$ cat config.mk
export PLATFORM = sky130hd
export DESIGN_NAME = sgmr_cfg
export DESIGN_NICKNAME = d
export VERILOG_FILES = /design/src/hw/rtl/sgmr_pkg.sv /design/src/hw/rtl/sgmr_cfg.sv
export SDC_FILE = /design/constraint.sdc
export NUM_CORES = 1
export LEC_CHECK = 0
export CAP_MARGIN = 20
export CORE_MARGIN = 2
export CORE_UTILIZATION = 55
export CTS_BUF_LIST = sky130_fd_sc_hd__clkbuf_2
export DETAILED_ROUTE_END_ITERATION = 12
export DONT_BUFFER_PORTS = 1
export HOLD_SLACK_MARGIN = 0.05
export PLACE_DENSITY = 0.83
export SLEW_MARGIN = 20
export SYNTH_ARGS = -nofsm -noshare
export SYNTH_HDL_FRONTEND = slang
export SYNTH_SLANG_ARGS = --single-unit
export TNS_END_PERCENT = 1
$ cat constraint.sdc
create_clock -name clk_i -period 0.8 [get_ports clk_i]
set_input_delay 0.12 -clock clk_i [delete_from_list [all_inputs] [get_ports clk_i]]
set_output_delay 0.12 -clock clk_i [all_outputs]
set_load 0.01 [all_outputs]
$ cat src/hw/rtl/sgmr_pkg.sv
// Shared types and constants of the stencil gradient maximum block.
// No dependencies; every other file refers to it by scoped names.
package sgmr_pkg;

  localparam int CUBE_EDGE_DEF   = 12;
  localparam int GHOST_WIDTH_DEF = 2;
  localparam int DATA_W          = 32;
  localparam int DIFF_W          = DATA_W + 1;
  localparam int CFG_ADDR_W      = 3;

  localparam logic [DATA_W-1:0] COEFF_RESET = 32'h0001_0000;

  typedef enum logic {
    REG_FIVE_POINT = 1'b0,
    REG_COEFF      = 1'b1
  } reg_idx_e;

  typedef struct packed {
    logic              five_point;
    logic [DATA_W-1:0] coeff;
  } cfg_t;

  typedef struct packed {
    logic valid;
    logic eval;
    logic start;
    logic last;
  } item_flags_t;

  // near: p[+1] - p[-1]; far: p[-t] - p[+t]
  typedef struct packed {
    logic signed [DIFF_W-1:0] near;
    logic signed [DIFF_W-1:0] far;
  } axis_diff_t;

endpackage

$ cat src/hw/rtl/sgmr_cfg.sv
// APB-style register file: five-point mode and gradient coefficient.
// Depends on sgmr_pkg.
module sgmr_cfg (
  input  logic                                 clk_i,
  input  logic                                 rst_ni,
  input  logic                                 psel,
  input  logic                                 penable,
  input  logic                                 pwrite,
  input  logic [sgmr_pkg::CFG_ADDR_W-1:0]      paddr,
  input  logic [sgmr_pkg::DATA_W-1:0]          pwdata,
  output logic [sgmr_pkg::DATA_W-1:0]          prdata,
  output logic                                 pready,
  output sgmr_pkg::cfg_t                       cfg_o
);

  sgmr_pkg::cfg_t      cfg_q, cfg_d;
  sgmr_pkg::reg_idx_e  idx;
  logic                wr_en;

  assign idx    = sgmr_pkg::reg_idx_e'(paddr[2]);
  assign wr_en  = psel && penable && pwrite;
  assign pready = 1'b1;
  assign cfg_o  = cfg_q;

  always_comb begin
    cfg_d = cfg_q;
    if (wr_en) begin
      unique case (idx)
        sgmr_pkg::REG_FIVE_POINT: cfg_d.five_point = pwdata[0];
        sgmr_pkg::REG_COEFF:      cfg_d.coeff      = pwdata;
        default:                  cfg_d            = cfg_q;
      endcase
    end
  end

  always_comb begin
    unique case (idx)
      sgmr_pkg::REG_FIVE_POINT: prdata = {{(sgmr_pkg::DATA_W-1){1'b0}}, cfg_q.five_point};
      sgmr_pkg::REG_COEFF:      prdata = cfg_q.coeff;
      default:                  prdata = '0;
    endcase
  end

  always_ff @(posedge clk_i or negedge rst_ni) begin
    if (!rst_ni) begin
      cfg_q.five_point <= 1'b0;
      cfg_q.coeff      <= sgmr_pkg::COEFF_RESET;
    end else begin
      cfg_q <= cfg_d;
    end
  end

endmodule

==> results.md <==
* Synth Register Bits at 33
* CP Launch Type: register
* TritonCTS Buffers at 5
* Max reg flops at 33
* Multi-input logic area at 808 um^2
* Drt first pass iters at 4
* Area Growth Syn to Fin at 51.4%
* Max-slew violations at 0
* Final Skew at 0 ns
* Final WL at roughly 4400 um
* Crit path DAT at around 1.1 ns
* Cell family with most CP delay: flip-flops
* Slowest-stage cell, CP: dfstp_2
* Clk sinks at 33
* Setup TNS at -18.70 ns
* CTS tree: yes
* Top-count cell post-synth: dfrtp_1
* Number of DRC markers in iteration 0 at between 40 and 50
* Pin count of the biggest net entering global routing at 35
* Avg Inst Size Synth at roughly 15 um^2
* Grt total ovfl at 0
* Status: finished with violations
* I/O pins at 106
* Internal power at between 0.003 and 0.004 W
* Worst vdd ir at ~2400 uV
* Post-layout minimum cycle time at between 1 and 1.5 ns
* Seq. cell area at ~830 um^2
* Die Wd at a little under 60 um
* Row count at 19
* Seq pwr share at between 40% and 50%
* Final hold vios at 0
* Vias at 1132
* Crit Path Class: register to output port
* Post-synthesis cell count at between 100 and 150
* Unrepaired setup endpoints after global routing: yes
* Root Buffer Master: clkbuf_2
* P_sw at between 0.0015 and 0.002 W
* Tcrit/Tclk final at 153%
* WL/cell at 20.7 um
* Final instance area at 2430 um^2
* Die area at 3360 um^2
* N_diodes at 0
* Vias per cell at 5.31
* Layout cells sized above 1 at between 60 and 70%
* Initial Utilization at around three fifths
* Final #Nets at 221
* Max-cap viol count at 0
* Register area share after synthesis at between 50% and 60%
* GRT Resource Usage Total at between 20% and 30%
* Initial antenna violation count at 0
* EDFF count, synth at 0
* CP max FO at 3
* Core ar. at about 2800 um^2
* Reg clk slew, reported paths at between 0.15 and 0.2 ns
* Crit path required time at 0.68 ns
* YS warnings at 0
* CP Capture Type: output port
* PortBufs at 0
* Asr flop ratio synth at 100%
* Min-Delay Path Class: primary input to register
* Combinational Power Share at 38.5%
* Vias in the first global route at about 1300
* Top_reg_cell synth: dfrtp_1
* First-pass GRT wire length at roughly 7000 um
* Mapped Area at 1600 um^2
* Worst-path cell chain: and2_4
* WP buf/inv at 0
* Post-synth top area cell: dfrtp_1
* Fillers at approximately 120
* Clk network pwr share at 19.2%
* Synth top area share at between 40% and 50%
* Top cells by area, synth: dfrtp_1, mux2_4, and2_1
* Post-DP HPWL at approximately 2500 um
* Max Clock Freq at ~820 MHz
* Sw frac at roughly 30%
* H-tree Lvls at 2
* Hold_buf cts at 35
* Max stage delay on crit path at roughly 0.58 ns
* Buffer levels on the longest clock path at 2
* Pwr dens at approximately 2300 nW/um^2
* Failing checks: negative setup slack
* Unique masters post-synth at 11
* Remaining antenna violation count at 0
* Die Y at slightly below 60 um
* Final routed DRC violation total at 0
* Static leakage at around 1.2 nW
* Insertion delay to the later sink of the worst-skew pair at roughly 0.36 ns
* Post-synth top cells: dfrtp_1, and2_1, mux2_4
* Placer's final routability congestion estimate at approximately 0.63
* Setup ws final at -0.423 ns
* Syn Nets at 148
* Final setup vio count at 77
* Placed Instance Area at between 1500 and 2000 um^2
## cell type report
class | count | share of cell area [%]
clock inverters | 2 | 1.39
clock buffers | 6 | 1.24
well taps | 31 | 1.60
repair buffers | 73 | 28.4
multi-input cells | 68 | 33.3
flip-flops and latches | 33 | 34.1
## power groups by stage
stage	logic (W)	registers, W	clock network, W
floorplan	0.000851	0.00248	0
global placement	0.00166	0.00232	0
detailed placement	0.00170	0.00236	0
CTS	0.00212	0.00235	0.00112
global route	0.00229	0.00244	0.00117
finish	0.00217	0.00238	0.00108
## logic make-up after synthesis
family	count (synthesis)	share of synthesized area, %
mux	34	30.9
buf+inv	7	3.28
other cells	1	0.234
simple gates	33	14.0
flops	33	51.6
## worst paths after layout
check / start / endpoint / slack (ns) / cells after the start
hold reg to reg: cfg_o[18] / cfg_o[18] / 0.56 / 1
setup / recovery: cfg_o[16] / prdata[16] / -0.42 / 1
setup reg to reg: cfg_o[32] / cfg_o[32] / -0.09 / 2
max in group asynchronous: rst_ni / cfg_o[16] / 0.37 / 2
min in group asynchronous: rst_ni / cfg_o[8] / 0.19 / 2
hold / removal: pwrite / cfg_o[32] / 0.03 / 2
## metal layers
metal | global-route usage, % | wire (um) | up-vias | share of wire (%)
met5 | 0 | 0 | - | 0
met4 | 7.97 | 54 | 0 | 1.2
met3 | 8.26 | 317 | 7 | 7.2
met2 | 52.4 | 2550 | 62 | 58
met1 | 31.2 | 1490 | 560 | 34
li1 | - | - | 503 | -
## stage by stage
step           util (%)  hold slack (ns)  instances  power, W  setup WS [ns]
2_1_floorplan         -           -0.176        108   0.00334        -0.0384
3_3_place_gp       68.3           -0.175        168   0.00398        -0.0788
3_5_place_dp       68.3           -0.175        168   0.00406        -0.0913
4_1_cts            87.6          0.00154        213   0.00560         -0.453
5_1_grt            88.0           0.0291        213   0.00590         -0.484
6_report           88.0           0.0306        213   0.00563         -0.423
## what timing repair did
action | 4_1_cts | 5_1_grt
gates resized for setup | 35 | 3
endpoints found under the setup margin | 67 | 92
buffers inserted | 2 | 0
endpoints found under the hold margin | 66 | 1
pin swaps | 31 | 0
gates cloned | 0 | 0
## cells in the final DEF, fill, tap and decap left out
master         count
buf_6              5
buf_12             3
conb_1             1
clkbuf_2           6
bufinv_16          1
dlygate4sd3_1     34
nand4_4            1
mux2_4            32
nand4b_1           1
mux2_2             2
clkinv_1           1
dfstp_2            1
buf_4             31
and2_4            31
dfrtp_1           32
Power figures use the tool's default switching activity.
