$ cat src/hw/rtl/sgmr_pkg.sv
// Shared types and constants of the stencil gradient maximum block.
// No dependencies; every other file refers to it by scoped names.
package sgmr_pkg;

  localparam int CUBE_EDGE_DEF   = 12;
  localparam int GHOST_WIDTH_DEF = 2;
  localparam int DATA_W          = 32;
  localparam int DIFF_W          = DATA_W + 1;
  localparam int CFG_ADDR_W      = 3;

  localparam logic [DATA_W-1:0] COEFF_RESET = 32'h0001_0000;

  typedef enum logic {
    REG_FIVE_POINT = 1'b0,
    REG_COEFF      = 1'b1
  } reg_idx_e;

  typedef struct packed {
    logic              five_point;
    logic [DATA_W-1:0] coeff;
  } cfg_t;

  typedef struct packed {
    logic valid;
    logic eval;
    logic start;
    logic last;
  } item_flags_t;

  // near: p[+1] - p[-1]; far: p[-t] - p[+t]
  typedef struct packed {
    logic signed [DIFF_W-1:0] near;
    logic signed [DIFF_W-1:0] far;
  } axis_diff_t;

endpackage

$ cat src/hw/rtl/sgmr_deriv.sv
// One axis: combine differences, take magnitude, scale and saturate.
// Four register stages. Depends on sgmr_pkg.
module sgmr_deriv (
  input  logic                        clk_i,
  input  logic                        five_point_i,
  input  logic [sgmr_pkg::DATA_W-1:0] coeff_i,
  input  sgmr_pkg::axis_diff_t        diff_i,
  output logic [sgmr_pkg::DATA_W-1:0] val_o,
  output logic                        sat_o
);

  localparam int DW = sgmr_pkg::DIFF_W + 4;
  localparam int MW = DW - 1;
  localparam int HW = sgmr_pkg::DATA_W / 2;
  localparam int PW = MW + HW;

  logic signed [DW-1:0] d_q, d_c, neg_c;
  logic [MW-1:0]        mag_q;
  logic [PW-1:0]        hi_q, lo_q;
  logic [PW:0]          prod_c;
  logic [sgmr_pkg::DATA_W-1:0] val_q;
  logic                 sat_q;

  always_comb begin
    if (five_point_i) begin
      d_c = (DW'(diff_i.near) <<< 3) + DW'(diff_i.far);
    end else begin
      d_c = DW'(diff_i.near);
    end
  end

  assign neg_c  = -d_q;
  assign prod_c = {1'b0, hi_q} + {{(HW+1){1'b0}}, lo_q[PW-1:HW]};

  always_ff @(posedge clk_i) begin
    d_q   <= d_c;
    mag_q <= d_q[DW-1] ? neg_c[MW-1:0] : d_q[MW-1:0];
    hi_q  <= mag_q * coeff_i[sgmr_pkg::DATA_W-1:HW];
    lo_q  <= mag_q * coeff_i[HW-1:0];
    sat_q <= |prod_c[PW:sgmr_pkg::DATA_W];
    val_q <= (|prod_c[PW:sgmr_pkg::DATA_W]) ? '1 : prod_c[sgmr_pkg::DATA_W-1:0];
  end

  assign val_o = val_q;
  assign sat_o = sat_q;

endmodule

$ cat config.mk
export PLATFORM = sky130hd
export DESIGN_NAME = sgmr_deriv
export DESIGN_NICKNAME = d
export VERILOG_FILES = /design/src/hw/rtl/sgmr_pkg.sv /design/src/hw/rtl/sgmr_deriv.sv
export SDC_FILE = /design/constraint.sdc
export NUM_CORES = 2
export LEC_CHECK = 0
export BUFFER_PORTS_ARGS = -buffer_cell sky130_fd_sc_hd__buf_2
export CAP_MARGIN = 20
export CORE_MARGIN = 3
export CORE_UTILIZATION = 35
export CTS_BUF_LIST = sky130_fd_sc_hd__clkbuf_2 sky130_fd_sc_hd__clkbuf_4 sky130_fd_sc_hd__clkbuf_8
export CTS_CLUSTER_SIZE = 8
export DETAILED_ROUTE_END_ITERATION = 12
export PLACE_DENSITY = 0.56
export SYNTH_ARGS = -nofsm -noshare
export SYNTH_HDL_FRONTEND = slang
export SYNTH_SLANG_ARGS = --single-unit
$ cat constraint.sdc
create_clock -name clk_i -period 9.9 [get_ports clk_i]
set_input_delay 0.99 -clock clk_i [delete_from_list [all_inputs] [get_ports clk_i]]
set_output_delay 0.99 -clock clk_i [all_outputs]
set_load 0.05 [all_outputs]
==> impl_metrics.py <==
metrics = {
    "sta": {
        "tightest_slew_ns": 1.085,
        "setup_viol": 0,
        "maxSlewViolCount": 0,
        "relSlewSlack": 0.2760,
        "fmax_mhz": 131.2,
        "min_period_over_period": 0.7698,
        "rsz0062_at_grt": "no",
        "worst_clock_skew_ns": 0.03265,
        "hold_viol": 0,
        "finalCriticalPeriod_ns": 7.621,
        "finalSetupTns_ns": 0,
    },
    "critical_path": {
        "path_buf_inv": 4,
        "path_class": "flop to flop",
        "r2r_start": "mag_q[18]",
        "reg2reg_slack_ns": 2.28,
        "path_delay_family": "adder cells",
        "critical-path-slowest-cell": "dfxtp_1",
        "path_common_cell": "fa_1",
        "endpoint_kind": "flop",
        "r2r-end": "hi_q[49]",
        "required_ns": 10.41,
        "start_kind": "flop",
        "r2r_cells": 22,
        "max_stage_delay_ns": 0.67,
        "path_max_fanout": 23,
        "crit_arrival_ns": 8.14,
        "path_cells": "buf_4, nand2_1, fa_1, fa_1, fa_1, inv_1, fa_1, fa_1, inv_1, fa_1, inv_1, ha_1, nand4_1, or3_1, o221a_2, a31o_2, o31ai_1, a221oi_1, o21ai_0, a21oi_1, o21ai_0, xnor2_1",
    },
    "floorplan": {
        "die_w_um": 362.8,
        "die_h_um": 362.8,
        "start_util": 0.3535,
        "core_area_sq_um": 126100,
        "die_area_sq_um": 131600,
        "rows": 130,
        "io_pins": 133,
    },
    "clock_tree": {
        "cts_tree": "built",
        "clk_latency_ns": 0.60,
        "ctsHoldBuffers": 0,
        "htreeDepth": 4,
        "postCtsSetupBuffers": 0,
        "root_buffer": "clkbuf_8",
        "cts_buffer_depth": 2,
        "cts_sinks": 194,
        "cts_resized": 0,
        "cts.clk_slew.worst_paths_ns": 0.14,
        "cts_buffers": 17,
    },
    "cells_and_area": {
        "finish.utilization": 0.3739,
        "fin_nets": 6338,
        "multiInputGateArea_sq_um": 35880,
        "area_growth_pct": 5.779,
        "fillCellCount": 12920,
        "regArea_sq_um": 3894,
        "drive_gt1_frac": 0.05595,
    },
    "drt": {
        "drc_errors": 0,
        "vias": 33300,
        "finalWirelength_mm": 126.6,
        "first_pass_iters": 6,
        "wl_per_cell_um": 19.06,
        "vias_per_cell": 5.013,
        "ant_nets": 0,
        "drt-initial-drc-count": 1984,
    },
    "hold_path": {
        "hold_depth": 0,
        "min_to": "mag_q[0]",
        "hp-class": "flop to flop",
        "hold_path_startpoint": "d_q[0]",
    },
    "placed_design": {
        "gp_congestion": 0.8583,
        "dp_hpwl_mm": 97.45,
        "port_buffers": 132,
    },
    "grt": {
        "busiest_layer": "met2",
        "use_met2": 0.3107,
        "grt_pass1_wl_mm": 203.0,
        "grt.met3_usage": 0.04240,
        "grt_pass1_vias": 35730,
        "antenna_found_initial": 17,
        "grt_max_degree": 47,
        "grt-ovfl-total": 0,
        "grt_use_met1": 0.2835,
        "groute.usage.overall": 0.1981,
    },
    "yosys": {
        "syn_area_sq_um": 44560,
        "yosysSeqAreaShare": 0.08716,
        "ys_async_sr_fraction": 0,
        "syn_inst": 5039,
        "synth_enable_flop_cells": 0,
        "ys_ff_latch": 194,
        "syn_area_per_cell_sq_um": 8.843,
        "ys_warn_count": 0,
        "synth_nets": 6403,
        "synthFlopType": "dfxtp_1",
        "synth.distinct_cells": 75,
    },
    "flow_run": {
        "cap_violations": 0,
    },
    "status": {
        "status": "finished clean",
    },
}
==> metrics by stage <==
stage	area [sq um]	hold WS (ns)	worst slack, ns	cells
finish	47140	0.4086	2.279	6643
detailed placement	46670	0.4065	1.801	6603
floorplan	44560	0.3641	2.559	5039
global placement	46670	0.3836	1.861	6603
global route	47130	0.4214	1.897	6639
CTS	47070	0.4245	2.317	6635
==> final cells by class <==
type | instances | share of cell area
Sequential cell | 194 | 0.08261
Clock buffer | 17 | 0.004964
Timing Repair Buffer | 181 | 0.02267
Clock inverter | 15 | 0.003424
Antenna cell | 6 | 0.0003185
Tap cell | 1650 | 0.04380
Inverter | 1017 | 0.08099
Multi-Input combinational cell | 3563 | 0.7612
==> cell usage after synthesis (all sizes together), types with 62 or more instances <==
| cell | count | area [sq um] |
|---|---|---|
| nor2 | 83 | 311.6 |
| fa | 949 | 19000 |
| a21o | 71 | 533.0 |
| nand2 | 792 | 2975 |
| ha | 315 | 3941 |
| xnor2 | 125 | 1095 |
| inv | 1017 | 3817 |
| dfxtp | 194 | 3884 |
| and2 | 482 | 3015 |
| clkbuf | 250 | 938.4 |
| o21ai | 93 | 465.5 |
| nand4 | 62 | 387.9 |
| a21oi | 146 | 730.7 |
==> worst register-to-register path: stages, from the launching register on <==
cell and delay [ns]:
dfxtp_1 0.67, buf_4 0.47, nand2_1 0.15, fa_1 0.56, fa_1 0.52, fa_1 0.51
inv_1 0.06, fa_1 0.50, fa_1 0.50, inv_1 0.05, fa_1 0.48, inv_1 0.04
ha_1 0.37, nand4_1 0.22, or3_1 0.42, o221a_2 0.25, a31o_2 0.28, o31ai_1 0.60
a221oi_1 0.23, o21ai_0 0.22, a21oi_1 0.11, o21ai_0 0.20, xnor2_1 0.14
==> state kept, by name, indices dropped and copies added, names as in the netlist <==
signal,cells
hi_q,52
d_q,37
lo_q,36
mag_q,36
val_o,32
sat_o,1
==> cells in the final DEF (no fill, tap or decap), types with 6 or more instances in the layout <==
cell / synthesis / final
o21ai_0: 91 / 91
nand4_1: 62 / 62
a221oi_1: 7 / 7
mux2i_1: 6 / 6
xnor2_1: 125 / 125
fa_1: 949 / 949
and4_1: 8 / 8
and2_1: 482 / 482
xor2_1: 44 / 44
diode_2: 0 / 6
or3_1: 10 / 10
buf_2: 4 / 132
inv_1: 1016 / 1016
dfxtp_1: 194 / 186
nor2b_1: 11 / 11
nand2_1: 791 / 791
o31ai_1: 17 / 17
a211oi_1: 22 / 21
a31oi_1: 13 / 13
a21oi_1: 146 / 146
nor4_1: 8 / 8
o21a_1: 25 / 25
nor2_1: 83 / 83
ha_1: 315 / 315
or2_2: 10 / 10
nor3_1: 27 / 27
or4_1: 7 / 7
dfxtp_2: 0 / 8
nand2b_1: 9 / 9
nand3_1: 41 / 41
nor3b_1: 6 / 6
inv_8: 0 / 7
o211ai_1: 20 / 20
mux2_2: 27 / 27
buf_4: 0 / 47
o21bai_1: 24 / 24
a21o_1: 71 / 71
and3_1: 21 / 21
clkbuf_8: 0 / 17
==> how the worst max path moves through the flow <==
stage / start / to / slack, ns / cells after the start
final: mag_q[18] / hi_q[49] / 2.28 / 22
after global routing: mag_q[18] / hi_q[49] / 1.90 / 22
after CTS: mag_q[16] / lo_q[31] / 2.32 / 22
after detailed placement: coeff_i[23] / hi_q[49] / 1.80 / 22
after global placement: coeff_i[8] / lo_q[31] / 1.86 / 22
after floorplan: coeff_i[7] / lo_q[31] / 2.56 / 23
==> kinds of logic after synthesis <==
logic type      share of synthesized area
flops                             0.08716
fa+ha+maj                          0.5148
xor+xnor                          0.03322
compound gates                    0.07354
mux                              0.008171
simple gates                       0.1750
buf+inv                            0.1081
==> routing by layer <==
layer  wire length [um]  vias to the layer above  share of wire
li1                   -                    15140              -
met1              59030                    17020           0.47
met2              56180                     1001           0.44
met3               9528                      131          0.075
met4               1761                       12          0.014
met5                 92                        -        0.00073
Power is left out: the tool's default activity adds up to more than one toggle a clock period on the data nets, which glitch-free logic cannot reach.
